**src/rtl/rmq_pkg.sv**
```systemverilog
// Shared types and constants for the rotation matrix to quaternion unit.
// No dependencies.
package rmq_pkg;
  localparam int FRAC_BITS_DEF = 14;
  localparam int ELEM_W = 16;
  localparam int Q_W = 16;

  typedef enum logic [1:0] {
    BR_TRACE = 2'd0,
    BR_X     = 2'd1,
    BR_Y     = 2'd2,
    BR_Z     = 2'd3
  } branch_t;
endpackage

```
**src/rtl/rmq_sqrt.sv**
```systemverilog
// Pipelined integer square root, one result bit per stage.
// Depends on rmq_pkg; used by the top level.
module rmq_sqrt import rmq_pkg::*; #(
  parameter int IN_W = 36,
  parameter int SIDE_W = 8
) (
  input  logic                  clk,
  input  logic                  rst_n,
  input  logic                  en,
  input  logic                  in_vld,
  input  logic [IN_W-1:0]       in_rad,
  input  logic [SIDE_W-1:0]     in_side,
  output logic                  out_vld,
  output logic [IN_W/2-1:0]     out_root,
  output logic [SIDE_W-1:0]     out_side
);
  localparam int N = IN_W / 2;
  // The remainder never exceeds twice the partial root, so N+1 bits hold it.
  localparam int REM_W = N + 1;

  // Register set k holds the state after stage k has retired root bit N-1-k
  // (restoring method on two radicand bits).
  logic [N-1:0]      vld_r;
  logic [IN_W-1:0]   rad_r  [N];
  logic [REM_W-1:0]  rem_r  [N];
  logic [N-1:0]      root_r [N];
  logic [SIDE_W-1:0] side_r [N];

  // Stage inputs: the ports for the first stage, the previous registers after.
  logic              st_vld  [N];
  logic [IN_W-1:0]   st_rad  [N];
  logic [REM_W-1:0]  st_rem  [N];
  logic [N-1:0]      st_root [N];
  logic [SIDE_W-1:0] st_side [N];
  logic [REM_W+1:0]  cur     [N];
  logic [REM_W+1:0]  trial   [N];

  always_comb begin
    for (int k = 0; k < N; k++) begin
      if (k == 0) begin
        st_vld[k] = in_vld;
        st_rad[k] = in_rad;
        st_rem[k] = '0;
        st_root[k] = '0;
        st_side[k] = in_side;
      end else begin
        st_vld[k] = vld_r[k-1];
        st_rad[k] = rad_r[k-1];
        st_rem[k] = rem_r[k-1];
        st_root[k] = root_r[k-1];
        st_side[k] = side_r[k-1];
      end
      cur[k] = {st_rem[k], st_rad[k][IN_W-1 -: 2]};
      trial[k] = {1'b0, st_root[k], 2'b01};
    end
  end

  always_ff @(posedge clk) begin
    if (!rst_n) begin
      vld_r <= '0;
    end else if (en) begin
      for (int k = 0; k < N; k++) vld_r[k] <= st_vld[k];
    end
    if (en) begin
      for (int k = 0; k < N; k++) begin
        rad_r[k] <= {st_rad[k][IN_W-3:0], 2'b00};
        side_r[k] <= st_side[k];
        if (cur[k] >= trial[k]) begin
          rem_r[k] <= REM_W'(cur[k] - trial[k]);
          root_r[k] <= {st_root[k][N-2:0], 1'b1};
        end else begin
          rem_r[k] <= REM_W'(cur[k]);
          root_r[k] <= {st_root[k][N-2:0], 1'b0};
        end
      end
    end
  end

  assign out_vld = vld_r[N-1];
  assign out_root = root_r[N-1];
  assign out_side = side_r[N-1];
endmodule

```
**config.mk**
```make
export PLATFORM = sky130hd
export DESIGN_NAME = rmq_sqrt
export DESIGN_NICKNAME = d
export VERILOG_FILES = /design/src/rtl/rmq_pkg.sv /design/src/rtl/rmq_sqrt.sv
export SDC_FILE = /design/constraint.sdc
export NUM_CORES = 1
export LEC_CHECK = 0
export ABC_AREA = 1
export BUFFER_PORTS_ARGS = -buffer_cell sky130_fd_sc_hd__buf_2
export CORE_ASPECT_RATIO = 1.2
export CORE_MARGIN = 4
export CORE_UTILIZATION = 30
export CTS_BUF_LIST = sky130_fd_sc_hd__clkbuf_4 sky130_fd_sc_hd__clkbuf_8
export CTS_CLUSTER_SIZE = 25
export DETAILED_ROUTE_END_ITERATION = 7
export PLACE_DENSITY = 0.5
export RECOVER_POWER = 100
export SYNTH_ARGS = -nofsm -noshare
export SYNTH_HDL_FRONTEND = slang
export SYNTH_SLANG_ARGS = --single-unit
```
**constraint.sdc**
```tcl
create_clock -name clk -period 4.9 [get_ports clk]
set_input_delay 0.49 -clock clk [delete_from_list [all_inputs] [get_ports clk]]
set_output_delay 0.49 -clock clk [all_outputs]
set_load 0.03 [all_outputs]
```
==> impl_metrics.tcl <==
set metrics [dict create \
    io_buffers 74 \
    path_class "in -> reg" \
    hold_ws_ps 328 \
    grt-busiest-layer "met2" \
    die_y_um 439 \
    rsz0062_at_grt "false" \
    hold_class "in -> reg" \
    fin_setup_tns_ps 0 \
    layout-drive-gt1-share_pct 6.72 \
    dp_hpwl_mm 78.3 \
    synth_top_cell_by_area "edfxtp_1" \
    synth_cell_types 54 \
    synth_top_area_share_pct 59.5 \
    initial_core_util_pct 30.1 \
    period_needed_ps 3480 \
    dpl-instance-area_sq_mm 0.0493 \
    cap_violations 7 \
    slew_headroom_pct -69.9 \
    critPathCaptureType "flip-flop" \
    grt_start_max_net_pins 186 \
    syn_area_sq_mm 0.0465 \
    postCtsSetupRepairBufs 0 \
    grt_pass1_vias 31500 \
    io_pins 75 \
    drt-wirelength-per-cell_um 14.7 \
    finalCritPeriodShare_pct 71.0 \
    clock-sinks 940 \
    finalMaxSlewViolations 363 \
    gp_congestion 0.866 \
    nets 5228 \
    fin_skew_ps 50.9 \
    viasPerCell 4.35 \
    ys_seq_area_share_pct 60.3 \
    seq_area_sq_mm 0.0280 \
    drc 0 \
    worst_slew_pin_slew_ps 2550 \
    yosysWarnings 0 \
    drtPass1Iterations 5 \
    gr-usage-met1_pct 14.8 \
    final_cell_mix "nand2_1 (1399), edfxtp_1 (921), inv_1 (772)" \
    core.rowCount 158 \
    fmax_ghz 0.287 \
    avgSynthCellArea_sq_um 9.80 \
    ir_drop_uv 264 \
    worstPathMaxFanout 133 \
    cp_data_arrival_time_ps 3920 \
    fillers 15800 \
    grt_pass1_wl_mm 168 \
    root_buffer "clkbuf_8" \
    multi_input_area_sq_mm 0.0150 \
    finalHoldViolCount 0 \
    critical_path_required_ps 5340 \
    ant_nets 0 \
    violations "capacitance limit, slew limit" \
    antenna_found_initial 2 \
    cts_tree "done" \
    crit_path_cell_trace "dlygate4sd3_1 -> buf_8 -> buf_12 -> clkbuf_1 -> clkbuf_4" \
    setup_viol 0 \
    synth-async-reset-ratio_pct 0 \
    core_sq_mm 0.154 \
    synth_nets 4987 \
    drt_iter0_markers 1787 \
    gr-usage-met3_pct 2.80 \
    startpoint_type "primary input" \
    synth_seq_cells 940 \
    path_clk_slew_ps 60 \
    power.total_mw 20.6 \
    clockBufferDepth 3 \
    grt_usage_pct 13.1 \
    area_growth_pct 13.4 \
    synth_edf_count 921 \
    power_leakage_nw 22.9 \
    die_width_um 367 \
    crit_buf_inv 5 \
    cts_resized 0 \
    syn_inst 4748 \
    synth_ff_type "edfxtp_1" \
    p_per_area_mw_per_mm2 390 \
    final_cell_area_sq_mm 0.0527 \
    die_area_sq_mm 0.161 \
    vias 31300 \
    totalWireLength_mm 106 \
    met2_usage_pct 23.6 \
    numCtsBuffers 161 \
    synth_area_leaders "edfxtp_1 (59%), nand2_1 (11%), inv_1 (6.2%), ha_1 (5.1%), nor2_1 (3.4%)" \
    insertion_delay_ps 870 \
    slowest_stage "clkbuf_4" \
    gr-total-overflow 0 \
    layout.cells.most_common "nand2_1" \
    cp_slowest_stage_delay_ps 1390 \
    status "finished with violations" \
    crit_family "buffers and inverters" \
    cts.htree.levels 4 \
]
through the flow:
stage	cells	setup WS (ps)	utilization (%)
floorplan	4748	2720	-
global placement	6859	2220	31.9
detailed placement	6859	2190	31.9
CTS	7187	2190	34.3
global route	7189	1070	34.2
finish	7189	1420	34.2
final timing paths:
kind / depth (start not counted) / slack, ps / from / to
setup reg to reg: 13 / 1700 / root_r[13][4] / rem_r[7][4]
hold reg to reg: 0 / 380 / rad_r[8][19] / rad_r[9][21]
hold / removal: 2 / 330 / in_rad[21] / rad_r[0][21]
setup / recovery: 5 / 1420 / en / side_r[17][6]
cell type report:
class / instances / area share [%]
antenna: 2 / 0.00949
multi-input combinational: 2968 / 28.4
clock buffer: 208 / 4.89
clock inverter: 73 / 1.19
timing repair buffer: 138 / 1.84
tap: 2080 / 4.93
inverter: 780 / 5.56
sequential: 940 / 53.2
metal layers:
layer	part of all wire (%)	vias to the layer above
met1	41	14300
met3	4.2	242
met5	0	-
met4	4.0	0
met2	51	597
li1	-	16100
report_power, final:
part	total, mW	leakage (nW)	internal (mW)	switching, mW
Clock	7.13	1.67	3.93	3.20
Sequential	10.2	9.04	9.75	0.476
Combinational	3.23	12.2	1.09	2.14
kinds of logic after synthesis:
logic type | Yosys count | synth area share, %
compound gates | 311 | 3.63
fa+ha+maj | 191 | 5.14
buf+inv | 840 | 7.18
simple gates | 2329 | 21.2
xor+xnor | 137 | 2.58
flops | 940 | 60.3
repair_timing:
action,4_1_cts,5_1_grt
setup endpoints to repair,0,0
endpoints found under the hold margin,85,0
hold buffers,47,0
registers in the layout, summed over array words and instances (netlist names):
| signal | cells |
|---|---|
| root_r | 171 |
| vld_r | 18 |
| rem_r | 301 |
| rad_r | 306 |
| side_r | 144 |
Yosys cell counts, types with 2 or more instances:
cell and count:
nor2_1 418, nor2_4 5, o21ai_1 27, nor4_1 11, inv_2 13, buf_2 9, nand3_1 238, a21o_1 7
a31oi_1 2, dfxtp_1 19, nand3_2 8, a21oi_1 118, clkbuf_1 26, and2_1 6, o21ai_2 8, nand2_2 12
nor3_2 3, nor2_2 17, edfxtp_1 921, buf_4 2, nand3b_1 54, nand2_1 1388, o21ai_0 121, a21oi_2 5
or2_2 10, and3_1 3, o211ai_1 6, ha_1 191, nand4_1 75, o21bai_1 11, buf_6 20, nor3_1 72
nand2_4 2, xnor2_1 42, xor2_1 95, inv_1 765
(Power assumes the default switching activity.)
